[src/rtl/core/assert_macros.svh]
// Assertion macros for the design files that carry concurrent checks; the formatter is the only one that includes them.
`ifndef ASSERT_MACROS_SVH
`define ASSERT_MACROS_SVH

// Clocked check that is switched off while reset is held.
`define SDF_ASSERT(label, prop, msg) \
  label: assert property (@(posedge clk) disable iff (!rst_n) prop) else $error(msg);

// Clocked check that also holds during reset.
`define SDF_ASSERT_ALWAYS(label, prop, msg) \
  label: assert property (@(posedge clk) prop) else $error(msg);

`endif

[src/rtl/core/sdf_pkg.sv]
// Shared constants, types and codes of the signed decimal field formatter.
package sdf_pkg;

  localparam int VALUE_BITS = 64;
  localparam int MAX_DIGITS = 20;
  localparam int MAX_FIELD  = 64;

  localparam int BCD_W     = 4 * MAX_DIGITS;
  localparam int CNT_W     = $clog2(VALUE_BITS + 1);
  localparam int DIG_IDX_W = $clog2(MAX_DIGITS);
  localparam int POS_W     = $clog2(MAX_FIELD + 1);
  localparam int PLAN_W    = POS_W + 1;

  localparam int CFG_ADDR_W = 3;
  localparam int CFG_DATA_W = 7;

  // Configuration register indexes.
  localparam logic [CFG_ADDR_W-1:0] REG_FIELD_WIDTH  = 3'd0;
  localparam logic [CFG_ADDR_W-1:0] REG_LEFT_JUSTIFY = 3'd1;
  localparam logic [CFG_ADDR_W-1:0] REG_PRECISION    = 3'd2;
  localparam logic [CFG_ADDR_W-1:0] REG_FORCE_PLUS   = 3'd3;
  localparam logic [CFG_ADDR_W-1:0] REG_SPACE_SIGN   = 3'd4;
  localparam logic [CFG_ADDR_W-1:0] REG_ZERO_PAD     = 3'd5;
  localparam logic [CFG_ADDR_W-1:0] REG_LENGTH_MODE  = 3'd6;

  // Length modes.
  localparam logic [1:0] LEN_INT   = 2'd0;
  localparam logic [1:0] LEN_CHAR  = 2'd1;
  localparam logic [1:0] LEN_SHORT = 2'd2;
  localparam logic [1:0] LEN_LONG  = 2'd3;

  // Characters.
  localparam logic [7:0] CH_MINUS = 8'h2D;
  localparam logic [7:0] CH_PLUS  = 8'h2B;
  localparam logic [7:0] CH_SPACE = 8'h20;
  localparam logic [7:0] CH_ZERO  = 8'h30;
  localparam logic [7:0] CH_NONE  = 8'h00;

  // Status of the binary to decimal converter.
  typedef struct packed {
    logic busy;
    logic done;
  } conv_stat_t;

endpackage

[src/rtl/core/sdf_dabble.sv]
// Bit-serial binary to decimal converter using the shift-and-add-three method.
module sdf_dabble (
  input  logic                                clk,
  input  logic                                rst_n,
  input  logic                                start,
  input  logic [sdf_pkg::VALUE_BITS-1:0]      load_mag,
  input  logic [sdf_pkg::CNT_W-1:0]           load_bits,
  output sdf_pkg::conv_stat_t                 stat,
  output logic [sdf_pkg::BCD_W-1:0]           bcd
);

  logic [sdf_pkg::VALUE_BITS-1:0] shift_r, shift_nxt;
  logic [sdf_pkg::BCD_W-1:0]      bcd_r, bcd_nxt, bcd_adj;
  logic [sdf_pkg::CNT_W-1:0]      cnt_r, cnt_nxt;
  logic                           busy_r, busy_nxt;
  logic                           done_r, done_nxt;

  // Every decimal digit of five or more gets three added before the doubling.
  always_comb begin
    for (int k = 0; k < sdf_pkg::MAX_DIGITS; k++) begin
      if (bcd_r[4*k +: 4] >= 4'd5) begin
        bcd_adj[4*k +: 4] = bcd_r[4*k +: 4] + 4'd3;
      end else begin
        bcd_adj[4*k +: 4] = bcd_r[4*k +: 4];
      end
    end
  end

  always_comb begin
    shift_nxt = shift_r;
    bcd_nxt   = bcd_r;
    cnt_nxt   = cnt_r;
    busy_nxt  = busy_r;
    done_nxt  = 1'b0;
    if (start) begin
      shift_nxt = load_mag;
      bcd_nxt   = '0;
      cnt_nxt   = load_bits;
      busy_nxt  = 1'b1;
    end else if (busy_r) begin
      shift_nxt = {shift_r[sdf_pkg::VALUE_BITS-2:0], 1'b0};
      bcd_nxt   = {bcd_adj[sdf_pkg::BCD_W-2:0], shift_r[sdf_pkg::VALUE_BITS-1]};
      cnt_nxt   = cnt_r - 1'b1;
      if (cnt_r == sdf_pkg::CNT_W'(1)) begin
        busy_nxt = 1'b0;
        done_nxt = 1'b1;
      end
    end
  end

  always_ff @(posedge clk) begin
    shift_r <= shift_nxt;
    bcd_r   <= bcd_nxt;
    if (!rst_n) begin
      cnt_r  <= '0;
      busy_r <= 1'b0;
      done_r <= 1'b0;
    end else begin
      cnt_r  <= cnt_nxt;
      busy_r <= busy_nxt;
      done_r <= done_nxt;
    end
  end

  assign stat.busy = busy_r;
  assign stat.done = done_r;
  assign bcd       = bcd_r;

endmodule

[src/rtl/core/signed_decimal_field_formatter.sv]
// Signed decimal field formatter: printf %d conversion of one value into ASCII words.
// The converter consumes a value one bit per cycle over its length in bits (8, 16, 32
// or 64); the field's words, at most 64 or one for an empty field, then go out one per
// cycle while the output does not stall. No new value is taken until the last word of
// its field has been registered for output.
// Synchronous active-low reset: idle, width 0, no precision, flags off, 32-bit length.
module signed_decimal_field_formatter (
  input  logic                                clk,
  input  logic                                rst_n,
  // Input stream: one value per word.
  input  logic                                in_tvalid,
  output logic                                in_tready,
  input  logic [sdf_pkg::VALUE_BITS-1:0]      in_tdata,   // [63:0] value
  // Result stream: one character per word.
  output logic                                out_tvalid,
  input  logic                                out_tready,
  output logic [7:0]                          out_tdata,  // [7:0] out_char
  output logic                                out_tlast,
  output logic [0:0]                          out_tuser,  // [0] empty_res
  // Configuration write port.
  input  logic                                cfg_we,
  input  logic [sdf_pkg::CFG_ADDR_W-1:0]      cfg_addr,
  input  logic [sdf_pkg::CFG_DATA_W-1:0]      cfg_wdata
);

  // One-hot sequencer: take a value, convert it bit by bit, size the field, then
  // stream the characters out.
  typedef enum logic [5:0] {
    ST_IDLE  = 6'b000001,
    ST_CONV  = 6'b000010,
    ST_COUNT = 6'b000100,
    ST_SIZE  = 6'b001000,
    ST_PLAN  = 6'b010000,
    ST_EMIT  = 6'b100000
  } state_t;

  localparam int VB = sdf_pkg::VALUE_BITS;
  localparam int PW = sdf_pkg::PLAN_W;

  state_t state_r, state_nxt;

  // Configuration registers.
  logic [6:0] field_width_r;
  logic       left_justify_r;
  logic [6:0] precision_r;
  logic       force_plus_r;
  logic       space_sign_r;
  logic       zero_pad_r;
  logic [1:0] length_mode_r;

  // Per-value registers.
  logic [7:0]                  sign_r, sign_nxt;
  logic                        has_sign_r, has_sign_nxt;
  logic                        zero_r, zero_nxt;
  logic [sdf_pkg::DIG_IDX_W:0] nd_r, nd_nxt;
  logic [PW-1:0]               zeros_r, zeros_nxt;
  logic [PW-1:0]               dlen_r, dlen_nxt;
  logic [PW-1:0]               pad_r, pad_nxt;
  logic [PW-1:0]               b1_r, b1_nxt;
  logic [PW-1:0]               b2_r, b2_nxt;
  logic [PW-1:0]               b3_r, b3_nxt;
  logic [PW-1:0]               b4_r, b4_nxt;
  logic [PW-1:0]               end_r, end_nxt;
  logic [sdf_pkg::POS_W-1:0]   pos_r, pos_nxt;
  logic                        plan_load_r;

  // Output register.
  logic       out_valid_r, out_valid_nxt;
  logic [7:0] out_char_r, out_char_nxt;
  logic       out_last_r, out_last_nxt;
  logic       out_empty_r, out_empty_nxt;

  // Converter interface.
  logic                         conv_start;
  logic [VB-1:0]                conv_mag;
  logic [sdf_pkg::CNT_W-1:0]    conv_bits;
  sdf_pkg::conv_stat_t          conv_stat;
  logic [sdf_pkg::BCD_W-1:0]    conv_bcd;
  logic [3:0]                   digit [sdf_pkg::MAX_DIGITS];

  logic          in_fire;
  logic [VB-1:0] val_ext;
  logic [VB-1:0] val_mag;
  logic          val_neg;

  logic          prec_given;
  logic [PW-1:0] prec_val;
  logic [PW-1:0] nd_w;
  logic [PW-1:0] wid;
  logic [PW-1:0] body;
  logic          show;
  logic          zpad_mode;
  logic [PW-1:0] lead, zcnt, trail, total;

  logic [PW-1:0]                  pos_w;
  logic [PW-1:0]                  dig_off;
  logic [sdf_pkg::DIG_IDX_W-1:0]  dig_idx;
  logic [3:0]                     dig_val;
  logic [7:0]                     emit_char;
  logic                           emit_last;
  logic                           emit_empty;
  logic                           out_free;

  assign in_tready = (state_r == ST_IDLE);
  assign in_fire   = in_tvalid && in_tready;
  assign out_free  = !out_valid_r || out_tready;

  // Configuration writes; the user does them only while idle; not enforced by the block.
  always_ff @(posedge clk) begin
    if (!rst_n) begin
      field_width_r  <= '0;
      left_justify_r <= 1'b0;
      precision_r    <= 7'h7F;
      force_plus_r   <= 1'b0;
      space_sign_r   <= 1'b0;
      zero_pad_r     <= 1'b0;
      length_mode_r  <= sdf_pkg::LEN_INT;
    end else if (cfg_we) begin
      case (cfg_addr)
        sdf_pkg::REG_FIELD_WIDTH:  field_width_r  <= cfg_wdata;
        sdf_pkg::REG_LEFT_JUSTIFY: left_justify_r <= cfg_wdata[0];
        sdf_pkg::REG_PRECISION:    precision_r    <= cfg_wdata;
        sdf_pkg::REG_FORCE_PLUS:   force_plus_r   <= cfg_wdata[0];
        sdf_pkg::REG_SPACE_SIGN:   space_sign_r   <= cfg_wdata[0];
        sdf_pkg::REG_ZERO_PAD:     zero_pad_r     <= cfg_wdata[0];
        sdf_pkg::REG_LENGTH_MODE:  length_mode_r  <= cfg_wdata[1:0];
        default: ;
      endcase
    end
  end

  // Cut the value to its length, sign extend it, and left-align the magnitude so
  // that the converter shifts in only the bits of that length.
  always_comb begin
    case (length_mode_r)
      sdf_pkg::LEN_CHAR: begin
        val_ext   = {{(VB-8){in_tdata[7]}}, in_tdata[7:0]};
        conv_bits = sdf_pkg::CNT_W'(8);
      end
      sdf_pkg::LEN_SHORT: begin
        val_ext   = {{(VB-16){in_tdata[15]}}, in_tdata[15:0]};
        conv_bits = sdf_pkg::CNT_W'(16);
      end
      sdf_pkg::LEN_LONG: begin
        val_ext   = in_tdata;
        conv_bits = sdf_pkg::CNT_W'(VB);
      end
      default: begin
        val_ext   = {{(VB-32){in_tdata[31]}}, in_tdata[31:0]};
        conv_bits = sdf_pkg::CNT_W'(32);
      end
    endcase
    val_neg = val_ext[VB-1];
    // The most negative value wraps to a magnitude with only the top bit set,
    // which is read as unsigned and so comes out right.
    val_mag = val_neg ? (~val_ext + 1'b1) : val_ext;
    case (length_mode_r)
      sdf_pkg::LEN_CHAR:  conv_mag = val_mag << (VB - 8);
      sdf_pkg::LEN_SHORT: conv_mag = val_mag << (VB - 16);
      sdf_pkg::LEN_LONG:  conv_mag = val_mag;
      default:            conv_mag = val_mag << (VB - 32);
    endcase
  end

  assign conv_start = in_fire;

  sdf_dabble u_dabble (
    .clk       (clk),
    .rst_n     (rst_n),
    .start     (conv_start),
    .load_mag  (conv_mag),
    .load_bits (conv_bits),
    .stat      (conv_stat),
    .bcd       (conv_bcd)
  );

  always_comb begin
    for (int k = 0; k < sdf_pkg::MAX_DIGITS; k++) begin
      digit[k] = conv_bcd[4*k +: 4];
    end
  end

  // Field sizing. A negative precision means none was given.
  always_comb begin
    prec_given = !precision_r[6];
    prec_val   = PW'(precision_r[5:0]);
    nd_w       = PW'(nd_r);
    if (field_width_r > 7'(sdf_pkg::MAX_FIELD)) begin
      wid = PW'(sdf_pkg::MAX_FIELD);
    end else begin
      wid = PW'(field_width_r);
    end
    // Zero with a precision of zero prints no digits at all.
    show = !(prec_given && (prec_val == '0) && zero_r);
    if (prec_given && (prec_val > nd_w)) begin
      zeros_nxt = prec_val - nd_w;
    end else begin
      zeros_nxt = '0;
    end
    dlen_nxt = show ? nd_w : '0;
    body     = PW'(has_sign_r) + zeros_r + dlen_r;
    pad_nxt  = (wid > body) ? (wid - body) : '0;
  end

  // The field is lead spaces, sign, zeros, digits and trail spaces; the padding
  // goes to exactly one of the lead spaces, the zeros or the trail spaces.
  always_comb begin
    zpad_mode = !left_justify_r && zero_pad_r && !prec_given;
    lead      = (!left_justify_r && !zpad_mode) ? pad_r : '0;
    zcnt      = zpad_mode ? (zeros_r + pad_r) : zeros_r;
    trail     = left_justify_r ? pad_r : '0;
    b1_nxt    = lead;
    b2_nxt    = lead + PW'(has_sign_r);
    b3_nxt    = b2_nxt + zcnt;
    b4_nxt    = b3_nxt + dlen_r;
    total     = b4_nxt + trail;
    // Anything past the maximum field length is dropped.
    end_nxt   = (total > PW'(sdf_pkg::MAX_FIELD)) ? PW'(sdf_pkg::MAX_FIELD) : total;
  end

  // Highest non-zero decimal digit sets the digit count; zero has one digit.
  always_comb begin
    nd_nxt = (sdf_pkg::DIG_IDX_W+1)'(1);
    for (int k = 1; k < sdf_pkg::MAX_DIGITS; k++) begin
      if (digit[k] != 4'd0) begin
        nd_nxt = (sdf_pkg::DIG_IDX_W+1)'(k + 1);
      end
    end
  end

  // Character for the current position; digits go out most significant first.
  always_comb begin
    pos_w   = PW'(pos_r);
    dig_off = b4_r - pos_w - 1'b1;
    dig_idx = dig_off[sdf_pkg::DIG_IDX_W-1:0];
    dig_val = 4'd0;
    if (dig_idx < sdf_pkg::DIG_IDX_W'(sdf_pkg::MAX_DIGITS)) begin
      dig_val = digit[dig_idx];
    end
    if (pos_w < b1_r) begin
      emit_char = sdf_pkg::CH_SPACE;
    end else if (pos_w < b2_r) begin
      emit_char = sign_r;
    end else if (pos_w < b3_r) begin
      emit_char = sdf_pkg::CH_ZERO;
    end else if (pos_w < b4_r) begin
      emit_char = sdf_pkg::CH_ZERO + {4'd0, dig_val};
    end else begin
      emit_char = sdf_pkg::CH_SPACE;
    end
    emit_empty = (end_r == '0);
    emit_last  = emit_empty || ((pos_w + 1'b1) == end_r);
    if (emit_empty) begin
      emit_char = sdf_pkg::CH_NONE;
    end
  end

  // Sequencer and output register.
  always_comb begin
    state_nxt     = state_r;
    sign_nxt      = sign_r;
    has_sign_nxt  = has_sign_r;
    zero_nxt      = zero_r;
    pos_nxt       = pos_r;
    out_valid_nxt = out_valid_r;
    out_char_nxt  = out_char_r;
    out_last_nxt  = out_last_r;
    out_empty_nxt = out_empty_r;

    if (out_valid_r && out_tready) begin
      out_valid_nxt = 1'b0;
    end

    case (state_r)
      ST_IDLE: begin
        if (in_fire) begin
          zero_nxt = (val_ext == '0);
          if (val_neg) begin
            sign_nxt = sdf_pkg::CH_MINUS;
          end else if (force_plus_r) begin
            sign_nxt = sdf_pkg::CH_PLUS;
          end else if (space_sign_r) begin
            sign_nxt = sdf_pkg::CH_SPACE;
          end else begin
            sign_nxt = sdf_pkg::CH_NONE;
          end
          has_sign_nxt = val_neg || force_plus_r || space_sign_r;
          state_nxt    = ST_CONV;
        end
      end
      ST_CONV: begin
        if (conv_stat.done) begin
          state_nxt = ST_COUNT;
        end
      end
      ST_COUNT: state_nxt = ST_SIZE;
      ST_SIZE:  state_nxt = ST_PLAN;
      ST_PLAN: begin
        pos_nxt   = '0;
        state_nxt = ST_EMIT;
      end
      ST_EMIT: begin
        // The field boundaries are still loading in the first emit cycle.
        if (out_free && !plan_load_r) begin
          out_valid_nxt = 1'b1;
          out_char_nxt  = emit_char;
          out_last_nxt  = emit_last;
          out_empty_nxt = emit_empty;
          pos_nxt       = pos_r + 1'b1;
          if (emit_last) begin
            state_nxt = ST_IDLE;
          end
        end
      end
      default: state_nxt = ST_IDLE;
    endcase
  end

  always_ff @(posedge clk) begin
    sign_r     <= sign_nxt;
    has_sign_r <= has_sign_nxt;
    zero_r     <= zero_nxt;
    out_char_r  <= out_char_nxt;
    out_last_r  <= out_last_nxt;
    out_empty_r <= out_empty_nxt;
    if (state_r == ST_COUNT) begin
      nd_r <= nd_nxt;
    end
    if (state_r == ST_SIZE) begin
      zeros_r <= zeros_nxt;
      dlen_r  <= dlen_nxt;
    end
    if (state_r == ST_PLAN) begin
      pad_r <= pad_nxt;
    end
    if (!rst_n) begin
      state_r     <= ST_IDLE;
      pos_r       <= '0;
      out_valid_r <= 1'b0;
    end else begin
      state_r     <= state_nxt;
      pos_r       <= pos_nxt;
      out_valid_r <= out_valid_nxt;
    end
  end

  // The plan needs the padding, which in turn needs the sized counts: pad is
  // registered in the plan cycle and the boundaries are worked out from it in the cycle
  // after, so the boundary registers load on the first emit cycle before any character.
  always_ff @(posedge clk) begin
    if (!rst_n) begin
      plan_load_r <= 1'b0;
    end else begin
      plan_load_r <= (state_r == ST_PLAN);
    end
    if (plan_load_r) begin
      b1_r  <= b1_nxt;
      b2_r  <= b2_nxt;
      b3_r  <= b3_nxt;
      b4_r  <= b4_nxt;
      end_r <= end_nxt;
    end
  end

  assign out_tvalid   = out_valid_r;
  assign out_tdata    = out_char_r;
  assign out_tlast    = out_last_r;
  assign out_tuser[0] = out_empty_r;

  `include "assert_macros.svh"

  // An accepted value starts the converter and moves the sequencer into its conversion state.
  `SDF_ASSERT(a_conv_start, in_fire |=> (state_r == ST_CONV) && conv_stat.busy,
              "converter did not start on an accepted value")
  // An empty field is a single zero word that closes the field.
  `SDF_ASSERT(a_empty_word, (out_tvalid && out_tuser[0]) |-> (out_tlast && out_tdata == 8'h00),
              "empty word without last or with a character")
  // No new value is taken while characters are still being produced.
  `SDF_ASSERT(a_no_accept_emit, (state_r != ST_IDLE) |-> !in_tready,
              "input ready outside idle")

endmodule

[config.mk]
export PLATFORM = sky130hd
export DESIGN_NAME = signed_decimal_field_formatter
export DESIGN_NICKNAME = d
export VERILOG_FILES = /design/src/rtl/core/sdf_pkg.sv /design/src/rtl/core/sdf_dabble.sv /design/src/rtl/core/signed_decimal_field_formatter.sv
export VERILOG_INCLUDE_DIRS = /design/src /design/src/rtl/core
export SDC_FILE = /design/constraint.sdc
export NUM_CORES = 1
export LEC_CHECK = 0
export BUFFER_PORTS_ARGS = -buffer_cell sky130_fd_sc_hd__buf_2
export CORE_AREA = 2 2 177 179
export DETAILED_ROUTE_END_ITERATION = 8
export DIE_AREA = 0 0 179 181
export PLACE_DENSITY = 0.81
export RECOVER_POWER = 25
export SYNTH_ARGS = -nofsm -noshare
export SYNTH_HDL_FRONTEND = slang
export SYNTH_HIERARCHICAL = 1
export SYNTH_SLANG_ARGS = --single-unit
[constraint.sdc]
create_clock -name clk -period 5.85 [get_ports clk]
set_input_delay 0.2925 -clock clk [delete_from_list [all_inputs] [get_ports clk]]
set_output_delay 0.2925 -clock clk [all_outputs]
set_load 0.01 [all_outputs]
Yosys cells after proc, flatten, opt, wreduce, memory -nomap -nowiden
Cells that the tools add are included.
Word-level totals
  memory bits (read-only): 0
  memory bits (writable): 0
  input port bits: 79
  output and inout bits: 12
  bits in latches: 0
  memories kept: 0
  bits in registers: 276
  logic and storage cells: 260
Operators by class
  multiply operators: 0
  magnitude comparators: 30
  divide/modulo/power cells: 0
  equality and inequality tests: 21
  reduce and logical (&&, ||, !) cells: 59
  shift-type cells: 0
  bitwise operators: 4
  muxes and demuxes: 74
  add/subtract/negate cells: 36
Operators with widths (number)
  64-bit case mux with 3 select lines: 2
  64-bit two-way mux: 3
  4-bit two-way mux: 22
  4-bit by 3-bit >= comparator with 1-bit output, second input constant: 20
  4-bit by 2-bit adder with 4-bit output, second input constant: 19
  4-bit nonzero test: 19
  5-bit two-way mux: 13
  64-bit by 1-bit adder with 64-bit output, second input constant: 1
  64-bit zero test: 1
  64-bit inverter: 1
  7-bit two-way mux: 7
  8-bit adder: 5
  6-bit two-way mux: 6
  6-bit case mux with 6 select lines: 1
  7-bit by 8-bit < comparator with 1-bit output: 4
  8-bit two-way mux: 3
  7-bit case mux with 3 select lines: 1
  4-bit binary-select mux with 5-bit select: 1
  2-bit AND reduction: 10
  3-bit two-way mux: 6
  18-bit OR reduction: 1
  7-bit case mux with 2 select lines: 1
  3-bit equality test, second input constant: 3
  1-bit logical AND: 9
  45 further kinds: 65

Longest topological paths before layout
  depth after elaboration: 19
  mapped depth: 23
  mapped depth without buffers: 22

Modules after synthesis
The synthesis kept the hierarchy.
Modules (own cells, without submodules)
  signed_decimal_field_formatter: seq. area each 3072.9 um^2, times used 1, cells an instance 1291, area each 11065.6 um^2
  sdf_dabble: seq. area each 3703.6 um^2, times used 1, cells an instance 811, area each 7982.7 um^2

Worst setup path after synthesis
No wires, ideal clock.
  path kind: reg2reg
  start point: register left_justify_r
  end point: register end_r[3] (data pin)
  buffers on the path: 1
  required time: 5.587 ns
  data arrival time: 4.223 ns
  library setup time: 0.263 ns
  stages on the path, launching flop included: 23
  period minus slack after synthesis: 4.486 ns
  setup slack: 1.364 ns
  cell sequence: dfxtp_1 > clkbuf_1 > a21oi_1 > and2_1 > ha_1 > ha_1 > fa_1 > a21oi_1 > nor2b_1 > nor2_1 > xnor2_1 > ha_1 > a21oi_1 > o21ai_0 > xor2_1 > ha_1 > nor3_1 > nor2_1 > o41ai_1 > xor2_1 > nor2b_1 > mux2i_1 > nor2_1
On the way
  word-level cells in the longest chain between the ends: 11
  elaborated cells between the ends (all ways): 13
  those cells by class: 4 x add/sub; 1 x order compare; 3 x mux; 5 x reduce/logical
RTL lines
  from (decl): RTL line signed_decimal_field_formatter.sv:44  | logic left_justify_r;
  from (signal assigned): RTL line signed_decimal_field_formatter.sv:121  | sdf_pkg::REG_LEFT_JUSTIFY: left_justify_r <= cfg_wdata[0];
  1-bit zero test (*): RTL line signed_decimal_field_formatter.sv:208, signed_decimal_field_formatter.sv:209
  1-bit logical AND (2 in a row): RTL line signed_decimal_field_formatter.sv:208  | zpad_mode = !left_justify_r && zero_pad_r && !prec_given;
  1-bit zero test: RTL line signed_decimal_field_formatter.sv:209  | lead = (!left_justify_r && !zpad_mode) ? pad_r : '0;
  1-bit logical AND (*): RTL line signed_decimal_field_formatter.sv:209
  8-bit two-way mux (*): RTL line signed_decimal_field_formatter.sv:209
  net b1_nxt[0]: RTL line signed_decimal_field_formatter.sv:59  | logic [PW-1:0] b1_r, b1_nxt;
  8-bit by 1-bit adder with 8-bit output (*): RTL line signed_decimal_field_formatter.sv:213  | b2_nxt = lead + PW'(has_sign_r);
  net b2_nxt[1]: RTL line signed_decimal_field_formatter.sv:60  | logic [PW-1:0] b2_r, b2_nxt;
  8-bit adder (*): RTL line signed_decimal_field_formatter.sv:214  | b3_nxt = b2_nxt + zcnt;
  net b3_nxt[4]: RTL line signed_decimal_field_formatter.sv:61  | logic [PW-1:0] b3_r, b3_nxt;
  8-bit adder (*): RTL line signed_decimal_field_formatter.sv:215  | b4_nxt = b3_nxt + dlen_r;
  net b4_nxt[5]: RTL line signed_decimal_field_formatter.sv:62  | logic [PW-1:0] b4_r, b4_nxt;
  8-bit adder (*): RTL line signed_decimal_field_formatter.sv:216  | total = b4_nxt + trail;
  8-bit by 7-bit greater-than comparator with 1-bit output (*): RTL line signed_decimal_field_formatter.sv:218  | end_nxt = (total > PW'(sdf_pkg::MAX_FIELD)) ? PW'(sdf_pkg::MAX_FIELD) : total;
  to (signal assigned): RTL line signed_decimal_field_formatter.sv:361  | end_r <= end_nxt;
  to (decl): RTL line signed_decimal_field_formatter.sv:63  | logic [PW-1:0] end_r, end_nxt;
The timed path passes the listed nets; every way through them passes the cells marked *.
A chain may end at the register's enable or synchronous reset.

Worst setup path in the final report
  start point: register precision_r[6]
  end point: register end_r[5] (data pin)
On the way
  word-level cells in the longest chain between the ends: 9
  elaborated cells between the ends (all ways): 10
  those cells by class: 4 x add/sub; 1 x order compare; 2 x mux; 3 x reduce/logical
RTL lines
  from (decl): RTL line signed_decimal_field_formatter.sv:45  | logic [6:0] precision_r;
  from (signal assigned): RTL line signed_decimal_field_formatter.sv:122  | sdf_pkg::REG_PRECISION: precision_r <= cfg_wdata;
  1-bit logical AND (*): RTL line signed_decimal_field_formatter.sv:208
  1-bit zero test (*): RTL line signed_decimal_field_formatter.sv:209
  1-bit logical AND (*): RTL line signed_decimal_field_formatter.sv:209
  8-bit two-way mux (*): RTL line signed_decimal_field_formatter.sv:209
  net b1_nxt[0]: RTL line signed_decimal_field_formatter.sv:59
  8-bit by 1-bit adder with 8-bit output (*): RTL line signed_decimal_field_formatter.sv:213
  net b2_nxt[1]: RTL line signed_decimal_field_formatter.sv:60
  8-bit adder (*): RTL line signed_decimal_field_formatter.sv:214
  net b3_nxt[4]: RTL line signed_decimal_field_formatter.sv:61
  8-bit adder (*): RTL line signed_decimal_field_formatter.sv:215
  net b4_nxt[5]: RTL line signed_decimal_field_formatter.sv:62
  8-bit adder (*): RTL line signed_decimal_field_formatter.sv:216
  8-bit by 7-bit greater-than comparator with 1-bit output: RTL line signed_decimal_field_formatter.sv:218
Marks and branches as above.

==> metrics.yaml <==
outcome:
  status: "finished with violations"
  violations: "capacitance limit, slew limit"
timing:
  setup_viol: 0
  skew_ns: 0.0119
  hold_violations: 0
  finalCritPeriodShare: 0.883
  rsz0062_at_grt: "no"
  drv_slew: 43
  timing.final.crit_period_ns: 5.17
  relSlewSlack: -0.523
  holdWs_ns: 0.0576
  worstMarginPinSlew_ns: 2.28
  fmax_ghz: 0.194
  setup_tns_ns: 0
floorplan:
  die_w_um: 179
  die-area_um2: 32400
  rows: 64
  io_pins: 91
  initial_utilization: 0.627
  dieHeight_um: 181
  coreArea_um2: 30300
setup_path:
  arrival_ns: 5.48
  crit_path_end_kind: "register"
  crit_start: "precision_r[6]"
  path_class: "register to register"
  r2r_start: "precision_r[6]"
  path_max_fanout: 7
  cp-start-kind: "register"
  critical_path_required_ns: 6.17
power_and_ir_drop:
  power_density_nw_per_um2: 301
  max-vdd-ir-drop_v: 0.000268
  power.total_mw: 6.27
  p_leak_nw: 8.00
worst_hold_path:
  hp-start: "in_tvalid"
  worstHoldPathType: "primary input to register"
clock_network:
  cts_tree: "built"
  clockBufferDepth: 3
  cts.sink_count: 267
  cts.clk_slew.worst_paths_ns: 0.06
  h-tree-depth: 1
  clk_latency_ns: 0.58
  post_cts_resized: 0
  cts-root-buf: "clkbuf_16"
  numCtsBuffers: 31
route:
  drc_errors: 0
  first_pass_iters: 6
  drt_iter0_markers: 1727
  finalWirelength_mm: 50.5
  vias: 16563
  antenna_left: 0
  vias_per_cell: 6.42
  post_drt_wl_per_cell_um: 19.6
global_routing:
  antenna_found_initial: 0
  grt-ovfl-total: 0
  grtUsageTotal: 0.306
  grt_max_degree: 114
  grt_pass1_vias: 15601
  grt_pass1_wl_mm: 80.0
logic_synthesis:
  syn_area_um2: 19000
  syn_inst: 2101
  ys_warn_count: 6
  syn_area_per_cell_um2: 9.06
layout:
  area_growth_pct: 9.25
  fin_util: 0.685
  nets: 2363
  drive_gt1_frac: 0.132
  num_antenna_cells: 0
placement:
  port_buffers: 88
  dp_hpwl_mm: 36.3
  place.gp.congestion: 1.04
job:
  maxCapViolations: 1
layer usage:
layer,vias up,part of all wire,GRT usage
li1,7828,-,-
met1,7911,0.42,0.424
met2,701,0.46,0.489
met3,123,0.079,0.0347
met4,0,0.036,0.117
met5,-,0,0
cells in the final DEF, fill, tap and decap left out, drive strengths merged, types with 30 or more instances in the layout:
cell and instances:
a21oi 159, inv 152, xnor2 55, nor3 47, buf 96, mux2i 32, edfxtp 143, clkbuf 49
nand3 49, o22ai 44, mux2 74, ha 117, dfxtp 124, nor2b 45, xor2 49, nand2 132
o21ai 154, or3 30, nor2 181
where the power goes:
group	switching, mW	internal (mW)
Clock	0.818	1.17
Combinational	0.939	0.711
Sequential	0.350	2.28
Total	2.11	4.16
critical path, cell delays in order, from the launching register on:
cell,delay (ns)
dfxtp_1,0.39
a21oi_1,0.47
and2_0,0.24
ha_1,0.18
ha_1,0.28
fa_1,0.48
a21oi_1,0.23
nor2b_1,0.08
nor2_1,0.12
xnor2_1,0.09
ha_1,0.36
nand2_1,0.07
o21ai_0,0.28
xor2_1,0.25
ha_1,0.31
nor3_1,0.20
nor2_1,0.07
o41ai_1,0.07
xor2_1,0.28
nor2_1,0.06
mux2i_1,0.27
nor2b_1,0.10
layout make-up:
cell class | count | area (um2)
clock buffer | 38 | 812
sequential | 267 | 6780
clock inverter | 20 | 229
fill | 2404 | 9550
tap | 396 | 495
multi-input combinational | 1595 | 11300
timing repair buffer | 113 | 627
inverter | 150 | 563
stage by stage:
step | area, um2 | worst slack [ns] | instances
6_report | 20800 | 0.685 | 2579
5_1_grt | 20800 | 0.270 | 2579
4_1_cts | 20800 | 0.777 | 2579
3_5_place_dp | 19700 | 0.802 | 2515
3_3_place_gp | 19700 | 0.970 | 2515
2_1_floorplan | 19100 | 1.36 | 2106
registers in the layout, summed over array words and instances (netlist names), 5 cells and up:
signal,flops
state_r,6
end_r,8
b3_r,8
dlen_r,5
u_dabble/cnt_r,7
pad_r,8
out_tdata,6
b4_r,8
field_width_r,7
zeros_r,7
b2_r,8
u_dabble/shift_r,64
nd_r,5
b1_r,8
precision_r,7
u_dabble/bcd,80
pos_r,7
path summary, 6_finish.rpt:
kind                              endpoint  slack, ns  cells after the start
worst max-delay path              end_r[5]       0.68                     21
worst min-delay path            state_r[1]       0.06                      3
worst max register to register    end_r[5]       0.68                     21
worst min register to register  state_r[2]       0.45                      2
repair_timing:
item | CTS | global route
hold endpoints to repair | 8 | 0
buffers inserted | 0 | 0
hold buffers | 6 | 0
Power figures use the tool's default switching activity.
